[src/rtl/tcprr_pkg.sv]
// ----------------------------------------------------------------------------
// tcprr_pkg
// Shared types and constants of the TCP receive reassembly block.
// ----------------------------------------------------------------------------
`default_nettype none

package tcprr_pkg;

  localparam int DefReorderDepth = 8;
  localparam int DefHandleBits   = 8;
  localparam int QueueDepth      = 2;

  // Register indexes of the configuration port.
  localparam logic [1:0] CFG_LOCAL_PORT  = 2'd0;
  localparam logic [1:0] CFG_REMOTE_PORT = 2'd1;
  localparam logic [1:0] CFG_REMOTE_ADDR = 2'd2;
  localparam logic [1:0] CFG_RECV_WINDOW = 2'd3;

  localparam logic [15:0] RST_LOCAL_PORT  = 16'd21550;
  localparam logic [15:0] RST_RECV_WINDOW = 16'd8192;
  localparam logic [3:0]  MIN_HDR_WORDS   = 4'd5;

  typedef enum logic [1:0] {
    KIND_DELIVER = 2'd0,
    KIND_ACK     = 2'd1,
    KIND_DISCARD = 2'd2
  } kind_t;

  typedef enum logic [2:0] {
    DROP_NONE      = 3'd0,
    DROP_SHORT_HDR = 3'd1,
    DROP_SHORT_PKT = 3'd2,
    DROP_NO_MATCH  = 3'd3,
    DROP_BAD_CSUM  = 3'd4,
    DROP_FULL      = 3'd5
  } drop_t;

  // Classified segment handed from the front to the back.
  typedef struct packed {
    logic [7:0]  handle;
    logic [31:0] seq;
    logic        syn;
    logic        ack;
    logic        fin;
    logic [15:0] length;
    drop_t       reason;
  } seg_item_t;

  // One parked segment of the reorder table.
  typedef struct packed {
    logic [31:0] seq;
    logic [15:0] length;
    logic        fin;
    logic [7:0]  handle;
  } slot_t;

  // One result item.
  typedef struct packed {
    kind_t       kind;
    logic [7:0]  handle;
    logic [31:0] ack_number;
    logic [15:0] window;
    logic        peer_closed;
    drop_t       reason;
    logic        last;
  } result_t;

  typedef enum logic [2:0] {
    B_IDLE,
    B_EVAL,
    B_STALE_DISC,
    B_SCAN,
    B_DECIDE,
    B_FINISH
  } back_state_t;

endpackage

`default_nettype wire

[src/rtl/tcprr_front.sv]
// ----------------------------------------------------------------------------
// tcprr_front
// Holds the configuration registers and classifies each arriving segment.
// ----------------------------------------------------------------------------
`default_nettype none

module tcprr_front import tcprr_pkg::*; #(
  parameter int HANDLE_BITS = DefHandleBits
) (
  input  wire logic        clk,
  input  wire logic        rst_n,
  input  wire logic        cfg_we,
  input  wire logic [1:0]  cfg_index,
  input  wire logic [31:0] cfg_data,
  input  wire logic [7:0]  in_segment_handle,
  input  wire logic [31:0] in_seq_number,
  input  wire logic        in_flag_syn,
  input  wire logic        in_flag_ack,
  input  wire logic        in_flag_fin,
  input  wire logic [3:0]  in_header_words,
  input  wire logic [15:0] in_total_length,
  input  wire logic [15:0] in_src_port,
  input  wire logic [15:0] in_dst_port,
  input  wire logic [31:0] in_source_addr,
  input  wire logic        in_checksum_bad,
  output logic [15:0]      recv_window,
  output seg_item_t        item
);

  localparam logic [16:0] HandleMaskWide = (17'd1 << HANDLE_BITS) - 17'd1;

  logic [15:0] local_port_r;
  logic [15:0] remote_port_r;
  logic [31:0] remote_addr_r;
  logic [15:0] recv_window_r;
  logic [15:0] hdr_bytes;

  // Configuration registers.
  always_ff @(posedge clk) begin
    if (!rst_n) begin
      local_port_r  <= RST_LOCAL_PORT;
      remote_port_r <= '0;
      remote_addr_r <= '0;
      recv_window_r <= RST_RECV_WINDOW;
    end else if (cfg_we) begin
      case (cfg_index)
        CFG_LOCAL_PORT:  local_port_r  <= cfg_data[15:0];
        CFG_REMOTE_PORT: remote_port_r <= cfg_data[15:0];
        CFG_REMOTE_ADDR: remote_addr_r <= cfg_data;
        CFG_RECV_WINDOW: recv_window_r <= cfg_data[15:0];
        default: ;
      endcase
    end
  end

  assign recv_window = recv_window_r;
  assign hdr_bytes   = {10'd0, in_header_words, 2'b00};

  // Classify the segment: checks in priority order.
  always_comb begin
    item.handle = in_segment_handle & HandleMaskWide[7:0];
    item.seq    = in_seq_number;
    item.syn    = in_flag_syn;
    item.ack    = in_flag_ack;
    item.fin    = in_flag_fin;
    item.length = in_total_length - hdr_bytes;
    if (in_header_words < MIN_HDR_WORDS) begin
      item.reason = DROP_SHORT_HDR;
    end else if (in_total_length < hdr_bytes) begin
      item.reason = DROP_SHORT_PKT;
    end else if (in_dst_port != local_port_r || in_src_port != remote_port_r ||
                 in_source_addr != remote_addr_r) begin
      item.reason = DROP_NO_MATCH;
    end else if (in_checksum_bad) begin
      item.reason = DROP_BAD_CSUM;
    end else begin
      item.reason = DROP_NONE;
    end
  end

endmodule

`default_nettype wire

[src/rtl/tcprr_queue.sv]
// ----------------------------------------------------------------------------
// tcprr_queue
// Short queue of classified segments between the front and the back.
// ----------------------------------------------------------------------------
`default_nettype none

module tcprr_queue import tcprr_pkg::*; (
  input  wire logic clk,
  input  wire logic rst_n,
  input  wire logic push,
  input  seg_item_t push_item,
  input  wire logic pop,
  output logic      full,
  output logic      not_empty,
  output seg_item_t head
);

  localparam int PW = $clog2(QueueDepth);

  seg_item_t     entry_r [QueueDepth];
  logic [PW-1:0] wr_ptr_r, rd_ptr_r;
  logic [PW:0]   count_r;

  // Pointers and fill count.
  always_ff @(posedge clk) begin
    if (!rst_n) begin
      wr_ptr_r <= '0;
      rd_ptr_r <= '0;
      count_r  <= '0;
    end else begin
      if (push) wr_ptr_r <= wr_ptr_r + 1'b1;
      if (pop)  rd_ptr_r <= rd_ptr_r + 1'b1;
      if (push && !pop)      count_r <= count_r + 1'b1;
      else if (pop && !push) count_r <= count_r - 1'b1;
    end
  end

  // Entry storage.
  always_ff @(posedge clk) begin
    if (push) entry_r[wr_ptr_r] <= push_item;
  end

  assign full      = (count_r == (PW+1)'(QueueDepth));
  assign not_empty = (count_r != '0);
  assign head      = entry_r[rd_ptr_r];

endmodule

`default_nettype wire

[src/rtl/tcprr_back.sv]
// ----------------------------------------------------------------------------
// tcprr_back
// Carries out each segment: establishment, parking, ordered release, acks.
// ----------------------------------------------------------------------------
`default_nettype none

module tcprr_back import tcprr_pkg::*; #(
  parameter int REORDER_DEPTH = DefReorderDepth
) (
  input  wire logic        clk,
  input  wire logic        rst_n,
  input  wire logic        q_valid,
  input  seg_item_t        q_item,
  output logic             q_pop,
  input  wire logic [15:0] recv_window,
  output logic             res_valid,
  output result_t          res
);

  localparam int IW = (REORDER_DEPTH > 1) ? $clog2(REORDER_DEPTH) : 1;
  localparam int CW = $clog2(REORDER_DEPTH + 1);
  localparam logic [CW-1:0] ScanEnd = CW'(REORDER_DEPTH);

  back_state_t state_r, state_nxt;
  seg_item_t   cur_r, cur_nxt;
  logic [31:0] exp_r, exp_nxt;
  logic        est_r, est_nxt;
  logic        closed_r, closed_nxt;
  logic [REORDER_DEPTH-1:0] valid_r, valid_nxt;
  logic        phase_r, phase_nxt;

  // Scan pipeline.
  logic [CW-1:0] cnt_r, cnt_nxt;
  logic          rd_v_r;
  logic [IW-1:0] rd_idx_r;
  slot_t         rd_r;
  logic          found_r, found_nxt;
  logic [IW-1:0] best_idx_r, best_idx_nxt;
  slot_t         best_r, best_nxt;

  // Result staging: one pending result so the final one can carry last.
  logic    pend_v_r, pend_v_nxt;
  result_t pend_r, pend_nxt;
  logic    out_v_r, out_v_nxt;
  result_t out_r, out_nxt;

  slot_t   mem [REORDER_DEPTH];
  logic    wr_en;
  logic [IW-1:0] wr_idx;
  slot_t   wr_slot;

  logic    have_free;
  logic [IW-1:0] free_idx;
  logic    prod;
  result_t prod_res;
  logic [31:0] exp_est;

  // Lowest free slot.
  always_comb begin
    have_free = 1'b0;
    free_idx  = '0;
    for (int i = REORDER_DEPTH - 1; i >= 0; i--) begin
      if (!valid_r[i]) begin
        have_free = 1'b1;
        free_idx  = IW'(i);
      end
    end
  end

  // Next state and actions.
  always_comb begin
    state_nxt    = state_r;
    cur_nxt      = cur_r;
    exp_nxt      = exp_r;
    est_nxt      = est_r;
    closed_nxt   = closed_r;
    valid_nxt    = valid_r;
    phase_nxt    = phase_r;
    cnt_nxt      = cnt_r;
    found_nxt    = found_r;
    best_idx_nxt = best_idx_r;
    best_nxt     = best_r;
    q_pop        = 1'b0;
    wr_en        = 1'b0;
    wr_idx       = free_idx;
    wr_slot      = '{seq: cur_r.seq, length: cur_r.length, fin: cur_r.fin,
                     handle: cur_r.handle};
    prod         = 1'b0;
    prod_res     = '{kind: KIND_DISCARD, handle: cur_r.handle, ack_number: '0,
                     window: '0, peer_closed: closed_r, reason: DROP_NONE,
                     last: 1'b0};
    exp_est      = (cur_r.syn && cur_r.ack && !est_r) ? cur_r.seq + 32'd1 : exp_r;

    // Compare stage of the scan.
    if (rd_v_r && valid_r[rd_idx_r] && (!found_r || rd_r.seq < best_r.seq)) begin
      found_nxt    = 1'b1;
      best_idx_nxt = rd_idx_r;
      best_nxt     = rd_r;
    end

    case (state_r)
      B_IDLE: begin
        if (q_valid) begin
          q_pop     = 1'b1;
          cur_nxt   = q_item;
          state_nxt = B_EVAL;
        end
      end
      B_EVAL: begin
        prod = 1'b1;
        if (cur_r.reason != DROP_NONE) begin
          prod_res.reason = cur_r.reason;
          state_nxt       = B_FINISH;
        end else begin
          exp_nxt = exp_est;
          if (cur_r.syn && cur_r.ack) est_nxt = 1'b1;
          if (cur_r.seq < exp_est) begin
            prod_res.kind       = KIND_ACK;
            prod_res.handle     = '0;
            prod_res.ack_number = exp_est;
            prod_res.window     = recv_window;
            state_nxt           = B_STALE_DISC;
          end else if (!have_free) begin
            prod_res.reason = DROP_FULL;
            state_nxt       = B_FINISH;
          end else begin
            prod               = 1'b0;
            wr_en              = 1'b1;
            valid_nxt[free_idx] = 1'b1;
            phase_nxt          = 1'b0;
            cnt_nxt            = '0;
            found_nxt          = 1'b0;
            state_nxt          = B_SCAN;
          end
        end
      end
      B_STALE_DISC: begin
        prod      = 1'b1;
        state_nxt = B_FINISH;
      end
      B_SCAN: begin
        if (cnt_r == ScanEnd) state_nxt = B_DECIDE;
        else                  cnt_nxt   = cnt_r + 1'b1;
      end
      B_DECIDE: begin
        cnt_nxt   = '0;
        found_nxt = 1'b0;
        if (found_r && best_r.seq < exp_r && !phase_r) begin
          // Parked segment that fell behind the expected sequence.
          valid_nxt[best_idx_r] = 1'b0;
          prod            = 1'b1;
          prod_res.handle = best_r.handle;
          state_nxt       = B_SCAN;
        end else if (found_r && best_r.seq == exp_r) begin
          // In-order release.
          valid_nxt[best_idx_r] = 1'b0;
          phase_nxt  = 1'b1;
          exp_nxt    = exp_r + {16'd0, best_r.length} + {31'd0, best_r.fin};
          closed_nxt = closed_r | best_r.fin;
          prod       = 1'b1;
          prod_res.handle      = best_r.handle;
          prod_res.peer_closed = closed_r | best_r.fin;
          prod_res.kind = (best_r.length != '0) ? KIND_DELIVER : KIND_DISCARD;
          state_nxt  = B_SCAN;
        end else if (phase_r) begin
          prod                = 1'b1;
          prod_res.kind       = KIND_ACK;
          prod_res.handle     = '0;
          prod_res.ack_number = exp_r;
          prod_res.window     = recv_window;
          state_nxt           = B_FINISH;
        end else begin
          state_nxt = B_FINISH;
        end
      end
      B_FINISH: begin
        state_nxt = B_IDLE;
      end
      default: state_nxt = B_IDLE;
    endcase

    // Result staging.
    out_v_nxt  = 1'b0;
    out_nxt    = pend_r;
    pend_v_nxt = pend_v_r;
    pend_nxt   = pend_r;
    if (prod) begin
      out_v_nxt  = pend_v_r;
      pend_v_nxt = 1'b1;
      pend_nxt   = prod_res;
    end else if (state_r == B_FINISH) begin
      out_v_nxt    = pend_v_r;
      out_nxt.last = 1'b1;
      pend_v_nxt   = 1'b0;
    end
  end

  // Control registers.
  always_ff @(posedge clk) begin
    if (!rst_n) begin
      state_r  <= B_IDLE;
      exp_r    <= '0;
      est_r    <= 1'b0;
      closed_r <= 1'b0;
      valid_r  <= '0;
      pend_v_r <= 1'b0;
      out_v_r  <= 1'b0;
      rd_v_r   <= 1'b0;
      found_r  <= 1'b0;
      cnt_r    <= '0;
      phase_r  <= 1'b0;
    end else begin
      state_r  <= state_nxt;
      exp_r    <= exp_nxt;
      est_r    <= est_nxt;
      closed_r <= closed_nxt;
      valid_r  <= valid_nxt;
      pend_v_r <= pend_v_nxt;
      out_v_r  <= out_v_nxt;
      rd_v_r   <= (state_r == B_SCAN) && (cnt_r != ScanEnd);
      found_r  <= found_nxt;
      cnt_r    <= cnt_nxt;
      phase_r  <= phase_nxt;
    end
  end

  // Payload registers.
  always_ff @(posedge clk) begin
    cur_r      <= cur_nxt;
    best_idx_r <= best_idx_nxt;
    best_r     <= best_nxt;
    pend_r     <= pend_nxt;
    out_r      <= out_nxt;
    rd_idx_r   <= cnt_r[IW-1:0];
  end

  // Reorder table memory, one write and one registered read port.
  always_ff @(posedge clk) begin
    if (wr_en) mem[wr_idx] <= wr_slot;
    rd_r <= mem[cnt_r[IW-1:0]];
  end

  assign res_valid = out_v_r;
  assign res       = out_r;

  a_ack_handle: assert property (@(posedge clk) disable iff (!rst_n)
    (out_v_r && out_r.kind == KIND_ACK) |-> (out_r.handle == '0))
    else $error("acknowledgement carries a handle");
  a_scan_exit: assert property (@(posedge clk) disable iff (!rst_n)
    (state_r == B_SCAN) |=> (state_r == B_SCAN || state_r == B_DECIDE))
    else $error("scan left early");
  a_last_idle: assert property (@(posedge clk) disable iff (!rst_n)
    (out_v_r && out_r.last) |-> (state_r == B_IDLE && !pend_v_r))
    else $error("last result while work remains");
  a_pop_idle: assert property (@(posedge clk) disable iff (!rst_n)
    q_pop |=> (state_r == B_EVAL))
    else $error("popped item not evaluated");

endmodule

`default_nettype wire

[src/rtl/tcp_receive_reassembly_top.sv]
// ----------------------------------------------------------------------------
// tcp_receive_reassembly_top
// Receive side of one TCP connection: checks, reorder table, in-order
// release and acknowledgement generation.
//
//   channel  handshake            fields
//   input    start & !busy        in_segment_handle .. in_checksum_bad
//   result   out_strobe (1 cycle) out_kind .. out_last
//   config   cfg_we               cfg_index, cfg_data
//
// A rejected segment passes B_EVAL and B_FINISH in the back part, and a stale
// one B_EVAL, B_STALE_DISC and B_FINISH. A parked segment passes B_SCAN and
// B_DECIDE once per table scan, one scan per released or discarded slot plus
// one; the scan reads one table entry a cycle.
// Reset is synchronous; the table needs no clearing pass (valid flops).
// busy rises only when the two-entry queue is full; results cannot stall.
// ----------------------------------------------------------------------------
`default_nettype none

module tcp_receive_reassembly_top import tcprr_pkg::*; #(
  parameter int REORDER_DEPTH = DefReorderDepth,
  parameter int HANDLE_BITS   = DefHandleBits
) (
  input  wire logic        clk,
  input  wire logic        rst_n,
  input  wire logic        cfg_we,
  input  wire logic [1:0]  cfg_index,
  input  wire logic [31:0] cfg_data,
  input  wire logic        start,
  output logic             busy,
  input  wire logic [7:0]  in_segment_handle,
  input  wire logic [31:0] in_seq_number,
  input  wire logic        in_flag_syn,
  input  wire logic        in_flag_ack,
  input  wire logic        in_flag_fin,
  input  wire logic [3:0]  in_header_words,
  input  wire logic [15:0] in_total_length,
  input  wire logic [15:0] in_src_port,
  input  wire logic [15:0] in_dst_port,
  input  wire logic [31:0] in_source_addr,
  input  wire logic        in_checksum_bad,
  output logic             out_strobe,
  output logic [1:0]       out_kind,
  output logic [7:0]       out_handle,
  output logic [31:0]      out_ack_number,
  output logic [15:0]      out_window,
  output logic             out_peer_closed,
  output logic [2:0]       out_drop_reason,
  output logic             out_last
);

  seg_item_t   f_item, q_head;
  logic [15:0] recv_window;
  logic        q_full, q_not_empty, q_pop;
  result_t     res;

  tcprr_front #(.HANDLE_BITS(HANDLE_BITS)) u_front (
    .clk, .rst_n, .cfg_we, .cfg_index, .cfg_data,
    .in_segment_handle, .in_seq_number, .in_flag_syn, .in_flag_ack,
    .in_flag_fin, .in_header_words, .in_total_length, .in_src_port,
    .in_dst_port, .in_source_addr, .in_checksum_bad,
    .recv_window, .item(f_item)
  );

  tcprr_queue u_queue (
    .clk, .rst_n, .push(start && !q_full), .push_item(f_item), .pop(q_pop),
    .full(q_full), .not_empty(q_not_empty), .head(q_head)
  );

  tcprr_back #(.REORDER_DEPTH(REORDER_DEPTH)) u_back (
    .clk, .rst_n, .q_valid(q_not_empty), .q_item(q_head), .q_pop,
    .recv_window, .res_valid(out_strobe), .res
  );

  // Result unpacking.
  assign busy            = q_full;
  assign out_kind        = res.kind;
  assign out_handle      = res.handle;
  assign out_ack_number  = res.ack_number;
  assign out_window      = res.window;
  assign out_peer_closed = res.peer_closed;
  assign out_drop_reason = res.reason;
  assign out_last        = res.last;

endmodule

`default_nettype wire
[config.mk]
export PLATFORM = sky130hd
export DESIGN_NAME = tcp_receive_reassembly_top
export DESIGN_NICKNAME = d
export VERILOG_FILES = /design/src/rtl/tcprr_pkg.sv /design/src/rtl/tcprr_front.sv /design/src/rtl/tcprr_queue.sv /design/src/rtl/tcprr_back.sv /design/src/rtl/tcp_receive_reassembly_top.sv
export SDC_FILE = /design/constraint.sdc
export NUM_CORES = 1
export LEC_CHECK = 0
export BUFFER_PORTS_ARGS = -buffer_cell sky130_fd_sc_hd__clkbuf_2
export CORE_MARGIN = 2
export CORE_UTILIZATION = 30
export CTS_CLUSTER_DIAMETER = 80
export CTS_CLUSTER_SIZE = 28
export DETAILED_ROUTE_END_ITERATION = 6
export PLACE_DENSITY = 0.53
export SYNTH_ARGS = -nofsm -noshare
export SYNTH_HDL_FRONTEND = slang
export SYNTH_SLANG_ARGS = --single-unit
[constraint.sdc]
create_clock -name clk -period 9.25 [get_ports clk]
set_clock_uncertainty 0.2 [all_clocks]
set_input_delay 1.85 -clock clk [delete_from_list [all_inputs] [get_ports clk]]
set_output_delay 1.85 -clock clk [all_outputs]
set_load 0.01 [all_outputs]
Word level (Yosys, flattened, before mapping)

Memory sizes are Yosys's and may differ from the RTL's. A register that Yosys moved wholly into a read port is not among the register bits.
Cells that the tools add are included.
W data, S select, Z words.

Bits in registers: 326
Memory bits (writable): 580
Input bits: 166
Output and inout bits: 65
Logic and storage cells: 231
Memories kept: 2

Add/subtract/negate cells: 9
$lt $le $gt $ge: 10
Equality and inequality tests: 24
Mux-type cells: 100
Bitwise operators: 6
Reductions and logical operators: 43

Memory list:

| memory          | words | width | read ports | clocked after Yosys merged registers in | wr ports | RTL line          | RTL |
|---|---|---|---|---|---|---|---|
| u_back.mem      | 8     | 57    | 1          | 1                                       | 1        | tcprr_back.sv:47  | `slot_t mem [REORDER_DEPTH];` |
| u_queue.entry_r | 2     | 62    | 1          | 1                                       | 1        | tcprr_queue.sv:20 | `seg_item_t entry_r [QueueDepth];` |

Operator list:

| operator                | number |
|---|---|
| $mux W58                | 3 |
| $mux W32                | 4 |
| $pmux W58 S2            | 1 |
| $lt A32 B32 Y1          | 3 |
| $mux W3                 | 22 |
| $pmux W32 S2            | 1 |
| $mux W49                | 1 |
| $mux W48                | 1 |
| $mux W8                 | 6 |
| $mux W1                 | 43 |
| $add A32 B1 Y32         | 1 |
| $add A32 B1 Y32 const B | 1 |
| $add A32 B16 Y32        | 1 |
| $eq A32 B32 Y1          | 1 |
| $ne A16 B16 Y1          | 2 |
| $ne A32 B32 Y1          | 1 |
| $lt A16 B6 Y1           | 1 |
| $mux W4                 | 4 |
| $pmux W8 S2             | 1 |
| $reduce_bool A16 Y1     | 1 |
| $sub A16 B6 Y16         | 1 |
| $pmux W3 S5             | 1 |
| $reduce_and A2 Y1       | 7 |
| $logic_and A1 B1 Y1     | 13 |
| 39 further kinds        | 71 |

Logic depth before layout (Yosys ltp)

Gate-level depths: netlist of the first run.

Depth after elaboration: 17
Gate-level depth with buffers: 18
Gate-level depth less buffers: 17

Cells and area by module

From an unflattened synthesis of the first run, not the netlist that was laid out.

Cell total of the unflattened synthesis: 2924
Area total of the unflattened synthesis: 41850.1 µm²

By module, submodules not included:

| module                     | instances | cells an instance | area each (µm²) | sequential area each (µm²) |
|---|---|---|---|---|
| tcprr_back                 | 1         | 2169              | 32765.2         | 22761.8 |
| tcprr_queue                | 1         | 215               | 4715.8          | 3823.7 |
| tcprr_front                | 1         | 539               | 4355.4          | 1601.5 |
| tcp_receive_reassembly_top | 1         | 1                 | 13.8            | 0.0 |

Least setup slack after synthesis of the first run

No wires, ideal clock.

Path kind: flip-flop to flip-flop
From: register u_back.state_r[2]
To: register u_queue.count_r[1]
Library setup time: 70 ps
Arrival time: 7874 ps
Required time: 8980 ps
Setup slack: 1106 ps
Stages on the path, launching flop included: 8
Buffers on the path: 1
Period minus slack after synthesis: 8144 ps
Cell sequence: dfxtp_1 > clkbuf_1 > nor4_1 > inv_1 > ha_1 > xor2_1 > or3_1 > a21oi_1

Cells in the longest elaborated chain, start to end: 5
Elaborated cells on any way between the ends: 7
Those cells by class: mux: 2; reduce/logical: 5

RTL lines:

| item                                                 | RTL line                         | RTL |
|---|---|---|
| start, declared                                      | tcprr_back.sv:24                 | `back_state_t state_r, state_nxt;` |
| start signal, assigned                               | tcprr_back.sv:213                | `state_r <= state_nxt;` |
| $logic_not A3 Y1 *                                   | tcprr_back.sv:101                | `case (state_r)` |
| $mux W1 *                                            | tcprr_back.sv:101                |  |
| net q_pop                                            | tcp_receive_reassembly_top.sv:54 | `logic q_full, q_not_empty, q_pop;` |
| $logic_not A1 Y1                                     | tcprr_queue.sv:33                | `if (push && !pop) count_r <= count_r + 1'b1;` |
| $logic_and A1 B1 Y1                                  | tcprr_queue.sv:33                |  |
| $mux W2 / $reduce_bool A2 Y1 (equally long branches) | n/a                              |  |
| end signal, assigned                                 | tcprr_queue.sv:33                |  |
| end signal, assigned                                 | tcprr_queue.sv:34                | `else if (pop && !push) count_r <= count_r - 1'b1;` |
| end, declared                                        | tcprr_queue.sv:22                | `logic [PW:0] count_r;` |

The timed path passes the listed nets; every way through them passes the cells marked *.
A chain may end at the register's enable or synchronous reset.

Final worst setup path of the first run

From: register u_back.cur_r[24] (netlist name)
To: memory u_back.mem[1][34] (netlist name) (enable)

Cells in the longest elaborated chain, start to end: 8

RTL lines:

| item                            | RTL line          | RTL |
|---|---|---|
| start, declared                 | tcprr_back.sv:25  | `seg_item_t cur_r, cur_nxt;` |
| start signal, assigned          | tcprr_back.sv:229 | `cur_r <= cur_nxt;` |
| $add A32 B1 Y32                 | tcprr_back.sv:92  | `exp_est = (cur_r.syn && cur_r.ack && !est_r) ? cur_r.seq + 32'd1 : exp_r;` |
| $mux W32                        | tcprr_back.sv:92  |  |
| $lt A32 B32 Y1 *                | tcprr_back.sv:117 | `if (cur_r.seq < exp_est) begin` |
| $mux W1 *                       | tcprr_back.sv:117 |  |
| $mux W1 *                       | tcprr_back.sv:111 | `if (cur_r.reason != DROP_NONE) begin` |
| $mux W1 *                       | tcprr_back.sv:101 |  |
| $mux W1 *                       | tcprr_back.sv:239 | `if (wr_en) mem[wr_idx] <= wr_slot;` |
| $mux W1 (not written as such) * | tcprr_back.sv:239 |  |
| end, declared                   | tcprr_back.sv:47  |  |

Mark *: on every way between the ends. The rest lies on a longest branch, timed or not.

==> flow_summary.toml, run 1 <==
[setup_path]
rr_startpoint = "u_back.cur_r[24]$_DFFE_PP_"
r2r_slack_ps = 2900
critPathMaxFanout = 26
required_ps = 9390
endpoint = "u_back.mem[1][34]$_DFFE_PP_"
cp.arrival_ps = 6490
crit_path_max_incr_delay_ps = 840
criticalPathCategory = "reg2reg"
cp-startpoint = "u_back.cur_r[24]$_DFFE_PP_"
path_cells = "nand4_1, nor3_1, nand4_2, or3_1, a31oi_1, inv_1, ha_1, nand4_1, nor3_1, o2111ai_1, o31ai_1, o31ai_4, a21o_4, nor3b_4, buf_4"
regToRegEndpoint = "u_back.mem[1][34]$_DFFE_PP_"
end_kind = "register"
slowest_stage = "nor3b_4"
worstRegToRegCells = 15
start_kind = "register"

[sta]
rsz0062_at_grt = "false"
finalSetupViolations = 0
min_period_over_period_pct = 68.65
max-slew-margin-rel_pct = 23.73
hold_ws_ps = 149.8
fmax_ghz = 0.1575
drv_slew = 0
setup-tns-final_ps = 0
timing.final.hold_violations = 0
tightest_slew_ps = 1144
period_needed_ps = 6350

[synthesis]
syn_inst = 2824
synth.avg_cell_area_um2 = 14.54
seq_area_frac_synth_pct = 68.61
ys_types = 85
ys_ff_latch = 1025
synth-main-ff-cell = "edfxtp_1"
synth_edf_count = 764
syn_nets = 3108
async_reset_ff_share_pct = 0
syn-cell-area_um2 = 41060
yosys_warnings = 0

[floorplan]
die_w_um = 373.9
start_util_pct = 30.27
die-area_um2 = 139800
coreArea_um2 = 135600
die_h_um = 373.9
placementRows = 135
pin_count = 231

[clock_tree]
clockBufferDepth = 3
root_buffer = "clkbuf_16"
cts_buffers = 57
clkSlewWorstSetupHoldPaths_ps = 110
insertion_delay_ps = 720
h-tree-depth = 2
cts_hold_buf = 0
post-cts-setup-buffers = 0
ctsResizeCount = 0
cts_tree = "done"
cts_sinks = 1025

[pwr]
p_sw_mw = 3.058
p_comb_share_pct = 12.6
sequentialPowerShare_pct = 58.3
power_density_nw_per_um2 = 224.9
leakage_nw = 16.06
ir_drop_uv = 161.7
clock_power_share_pct = 29.1
p_int_mw = 7.396
p_sw_share_pct = 29.25

[detailed_routing]
ant_nets = 0
wl_per_cell_um = 21.61
first_iter_violations = 1871
vias = 23642
first_pass_iters = 5
wirelength_um = 105300
vias_per_cell = 4.853
drc = 0

[grt]
antenna_found_initial = 14
grt.total_usage_pct = 14.70
grt_max_degree = 108
grt_pass1_vias = 22913
grt_pass1_wl_um = 154200
grt_overflow = 0

[cells_and_area]
area_delta_synth_final_pct = 13.23
nNetsFinal = 3321
drive_above_1_share_pct = 18.66
final_area_um2 = 46490
finalNonFillerCells = 4872
fin_util_pct = 34.27

[placed_design]
dpl.cell_count = 4759
finalWeightedCongestion = 0.8804
port_buffers = 230
placedInstanceArea_um2 = 44370
post-dp-hpwl_um = 69920

[status]
status = "finished, final reports clean"

[run]
drv_cap = 0

[worst_hold_path]
hp-class = "reg2reg"
==> power by group through the flow <==
stage / clock, mW / sequential [mW] / combinational [mW]
4_1_cts: 3.16 / 6.09 / 1.34
3_5_place_dp: 0 / 6.20 / 1.33
2_1_floorplan: 0 / 6.04 / 0.783
3_3_place_gp: 0 / 6.19 / 1.33
6_report: 3.04 / 6.09 / 1.32
5_1_grt: 3.31 / 6.16 / 1.46
==> state kept, by name (all words and copies together), names as in the netlist, 2 cells and up <==
| register | flops |
|---|---|
| u_back.out_nxt | 62 |
| u_queue.entry_r | 124 |
| u_front.local_port_r | 16 |
| u_queue.count_r | 2 |
| u_front.remote_port_r | 16 |
| u_back.cur_r | 62 |
| u_front.recv_window | 16 |
| u_back.rd_idx_r | 3 |
| u_back.best_r | 57 |
| u_back.best_idx_r | 3 |
| u_back.state_r | 3 |
| u_back.mem | 456 |
| u_back.valid_r | 8 |
| u_front.remote_addr_r | 32 |
| u_back.cnt_r | 4 |
| u_back.rd_r | 57 |
| u_back.exp_r | 32 |
| u_back.res | 63 |
==> how the worst min path moves through the flow <==
stage	from	cells past startpoint	to	slack [ps]
after global placement	u_back.out_nxt[19]$_DFFE_PP_	0	u_back.res[19]$_DFF_P_	130
final	u_back.out_nxt[5]$_DFFE_PP_	0	u_back.res[5]$_DFF_P_	150
after detailed placement	u_back.out_nxt[5]$_DFFE_PP_	0	u_back.res[5]$_DFF_P_	130
after global routing	u_back.out_nxt[5]$_DFFE_PP_	0	u_back.res[5]$_DFF_P_	170
after floorplan	u_back.out_nxt[10]$_DFFE_PP_	0	u_back.res[10]$_DFF_P_	120
after CTS	u_back.out_nxt[5]$_DFFE_PP_	0	u_back.res[5]$_DFF_P_	150
==> cell usage after synthesis, types with 5 or more instances <==
master | number | area, um2
mux4_2 | 116 | 2613
xnor2_1 | 36 | 315.3
nand2_1 | 408 | 1531
nor2b_1 | 9 | 56.30
o22ai_1 | 35 | 219.0
o32ai_1 | 6 | 52.55
o21ai_0 | 55 | 275.3
o31a_1 | 5 | 43.79
a21o_1 | 28 | 210.2
o31ai_1 | 10 | 75.07
a31oi_1 | 15 | 93.84
o21a_1 | 12 | 90.09
o211ai_1 | 6 | 45.04
a21oi_1 | 153 | 765.7
a22o_1 | 10 | 87.58
edfxtp_1 | 764 | 22940
o211a_1 | 5 | 50.05
and3_1 | 16 | 100.1
nand3_1 | 34 | 170.2
and4_1 | 11 | 96.34
ha_1 | 115 | 1439
nor3_1 | 31 | 155.2
nand4_1 | 36 | 225.2
nor4_1 | 33 | 206.5
mux2_2 | 62 | 698.2
or3_1 | 8 | 50.05
nand2b_1 | 15 | 93.84
buf_1 | 16 | 60.06
inv_1 | 106 | 397.9
a2111oi_0 | 5 | 43.79
dfxtp_1 | 261 | 5225
or4_1 | 5 | 37.54
xor2_1 | 82 | 718.2
buf_2 | 6 | 30.03
a211oi_1 | 28 | 210.2
mux2i_1 | 6 | 60.06
o21bai_1 | 6 | 45.04
and2_1 | 24 | 150.1
clkbuf_1 | 88 | 330.3
nor2_1 | 80 | 300.3
==> placed cells by master, fill, tap and decap left out, types with 8 or more instances in the layout <==
master,instances
a211oi_1,28
a21o_1,28
a21oi_1,153
a22o_1,10
a31oi_1,15
and2_1,23
and3_1,15
and4_1,11
buf_4,34
clkbuf_1,15
clkbuf_16,58
clkbuf_2,230
dfxtp_1,257
edfxtp_1,764
ha_1,115
inv_1,104
mux2_2,62
mux4_2,116
nand2_1,408
nand2b_1,14
nand3_1,34
nand4_1,36
nor2_1,77
nor2b_1,9
nor3_1,28
nor4_1,31
o21a_1,12
o21ai_0,55
o22ai_1,35
o31ai_1,10
or3_1,8
xnor2_1,36
xor2_1,82
==> final cells by class <==
type,count,area (um2)
fillers,13150,89150
well taps,1781,2228
multi-input cells,1580,12130
flip-flops and latches,1025,28180
repair buffers,265,1426
clock inverters,35,595.6
clock buffers,73,1508
inverters,108,406.6
diodes,5,12.51
==> critical path: cells and delay by family, from the launching register on <==
kind	cells	cell delay (ps)
AOI/OAI and AO/OA	5	1250
and+or+nand+nor	7	2810
adders and majority gates	1	330
DFF	1	670
buffers and inverters	2	670
==> metal layers <==
metal	up-vias	GRT usage [%]	wire length, um
met2	615	22.10	46610
met5	-	0	0
li1	11043	-	-
met3	91	2.230	5672
met4	0	2.926	1695
met1	11893	22.36	51320
==> kinds of logic (layout without fill, tap and decap cells) <==
family	Yosys count	after routing	share of synthesized area [%]
DFF	1025	1025	68.61
xor gates and xnor gates	118	118	2.517
adders and majority gates	118	118	3.651
AOI/OAI and AO/OA	426	426	6.686
buffers and inverters	219	481	2.030
and+or+nand+nor	734	734	8.299
muxes	184	184	8.210
other	0	5	0
==> through the flow <==
stage                     setup WS [ps]  power, mW
after floorplan                    1106      6.818
after global placement             2979      7.521
after detailed placement           2870      7.531
after CTS                          2797      10.59
after global routing               2393      10.92
final                              2900      10.45
No activity file was read; power rests on OpenSTA's default activity.
==> run 2: changes to the inputs <==
clock period = 6.41 ns   (was 9.25 ns; I/O delays follow)
==> flow_summary.toml, run 2 (same netlist as run 1, synthesis figures left out) <==
[clock_tree]
cts_hold_buf = 0
root_buffer = "clkbuf_16"
clockBufferDepth = 3
h-tree-depth = 2
cts_tree = "done"
insertion_delay_ps = 720
post-cts-setup-buffers = 0
cts_buffers = 54
clkSlewWorstSetupHoldPaths_ps = 100
ctsResizeCount = 0
cts_sinks = 1025

[setup_path]
end_kind = "register"
crit_path_max_incr_delay_ps = 690
regToRegEndpoint = "u_back.mem[6][2]$_DFFE_PP_"
r2r_slack_ps = 750
start_kind = "register"
worstRegToRegCells = 16
cp.arrival_ps = 5750
crit_buf_inv = 2
path_cells = "nand4_2, nor4_4, nand4_2, or3_1, a31oi_1, inv_1, ha_1, nand4_1, nor3_1, o2111ai_1, o31ai_1, o31ai_4, a21o_4, nor2_1, and2_4, buf_4"
critPathMaxFanout = 35
slowest_stage = "edfxtp_1"
rr_startpoint = "u_back.cur_r[29]$_DFFE_PP_"
required_ps = 6500
criticalPathCategory = "reg2reg"
path_common_cell = "nand4_2"
cp_top_family = "simple AND/OR/NAND/NOR gates"

[placed_design]
placedInstanceArea_um2 = 44580
port_buffers = 230
post-dp-hpwl_um = 70950
finalWeightedCongestion = 0.8522

[floorplan]
die_h_um = 373.9
pin_count = 231
die_w_um = 373.9
coreArea_um2 = 135600
die-area_um2 = 139800
placementRows = 135
start_util_pct = 30.27

[grt]
grt_pass1_vias = 22954
antenna_found_initial = 10
grtUsageMet2_pct = 21.84
met3_usage_pct = 2.308
grt_max_degree = 77
grtUsageMet1_pct = 22.12
grt_pass1_wl_um = 153400
grt_overflow = 0
grt.total_usage_pct = 14.59
busiest_layer = "met1"

[detailed_routing]
wirelength_um = 104900
vias = 23571
vias_per_cell = 4.827
ant_nets = 0
drc = 0
wl_per_cell_um = 21.48
first_pass_iters = 5
first_iter_violations = 1915

[sta]
rsz0062_at_grt = "false"
timing.final.hold_violations = 0
finalSetupViolations = 0
min_period_over_period_pct = 88.23
tightest_slew_ps = 1106
setup-tns-final_ps = 0
fmax_ghz = 0.1768
max-slew-margin-rel_pct = 26.27
hold_ws_ps = 146.2
period_needed_ps = 5655
drv_slew = 0

[cells_and_area]
layout_commonest_cell = "edfxtp_1"
nNetsFinal = 3334
final_area_um2 = 46530
drive_above_1_share_pct = 18.97
final_cell_mix = "764 x edfxtp_1, 408 x nand2_1, 257 x dfxtp_1"
largest_reg_flops = 456
area_delta_synth_final_pct = 13.34
regMostFlops = "u_back.mem"

[run]
drv_cap = 0

[pwr]
power_density_nw_per_um2 = 320.5
ir_drop_uv = 214.5
leakage_nw = 16.09

[worst_hold_path]
hp-class = "reg2reg"
hold_start = "u_back.out_nxt[45]$_DFFE_PP_"
min_to = "u_back.res[45]$_DFF_P_"
min_path_cells = 0

[status]
status = "finished, final reports clean"
==> run 2: cell types whose count changed in the layout (fill, tap and decap cells not counted), sizes merged <==
cell and change:
diode +2, clkbuf -2, clkinv -2, buf +16, inv -2, bufinv -1
==> run 2: routing by layer <==
layer  share of wire, %  vias up
met3                5.5       92
met1                 49    11800
li1                   -    11054
met2                 44      625
met5                  0        -
met4                1.8        0
==> run 2: final cells by class <==
| cell class | count | area (um2) |
|---|---|---|
| multi-input cells | 1580 | 12140 |
| clock inverters | 30 | 478.0 |
| inverters | 108 | 406.6 |
| fillers | 13163 | 89100 |
| diodes | 7 | 17.52 |
| well taps | 1781 | 2228 |
| flip-flops and latches | 1025 | 28180 |
| clock buffers | 71 | 1456 |
| repair buffers | 281 | 1622 |
==> run 2: where the power goes <==
group / internal, mW / total [mW] / switching, mW
Clock: 1.76 / 4.15 / 2.39
Combinational: 0.682 / 2.05 / 1.36
Sequential: 8.13 / 8.72 / 0.589
Total: 10.6 / 14.9 / 4.34
==> run 2: metrics by stage <==
| step | power [mW] | std cells | utilization [%] | worst slack (ps) |
|---|---|---|---|---|
| 6_report | 14.92 | 4883 | 34.31 | 754.6 |
| 5_1_grt | 15.59 | 4881 | 34.30 | 409.7 |
| 3_5_place_dp | 10.94 | 4775 | 32.87 | 835.6 |
| 3_3_place_gp | 10.93 | 4775 | 32.87 | 868.3 |
| 4_1_cts | 15.11 | 4876 | 34.29 | 762.5 |
| 2_1_floorplan | 9.821 | 2824 | - | -1580 |
==> run 2: worst max path at each step <==
stage / from / endpoint / depth (start not counted)
floorplan: u_back.cur_r[32]$_DFFE_PP_ / u_back.mem[2][0]$_DFFE_PP_ / 14
global placement: u_back.cur_r[36]$_DFFE_PP_ / u_back.mem[6][24]$_DFFE_PP_ / 16
detailed placement: u_back.cur_r[29]$_DFFE_PP_ / u_back.mem[6][23]$_DFFE_PP_ / 16
CTS: u_back.cur_r[29]$_DFFE_PP_ / u_back.mem[6][2]$_DFFE_PP_ / 16
global route: u_back.cur_r[29]$_DFFE_PP_ / u_back.mem[6][0]$_DFFE_PP_ / 16
finish: u_back.cur_r[29]$_DFFE_PP_ / u_back.mem[6][2]$_DFFE_PP_ / 16
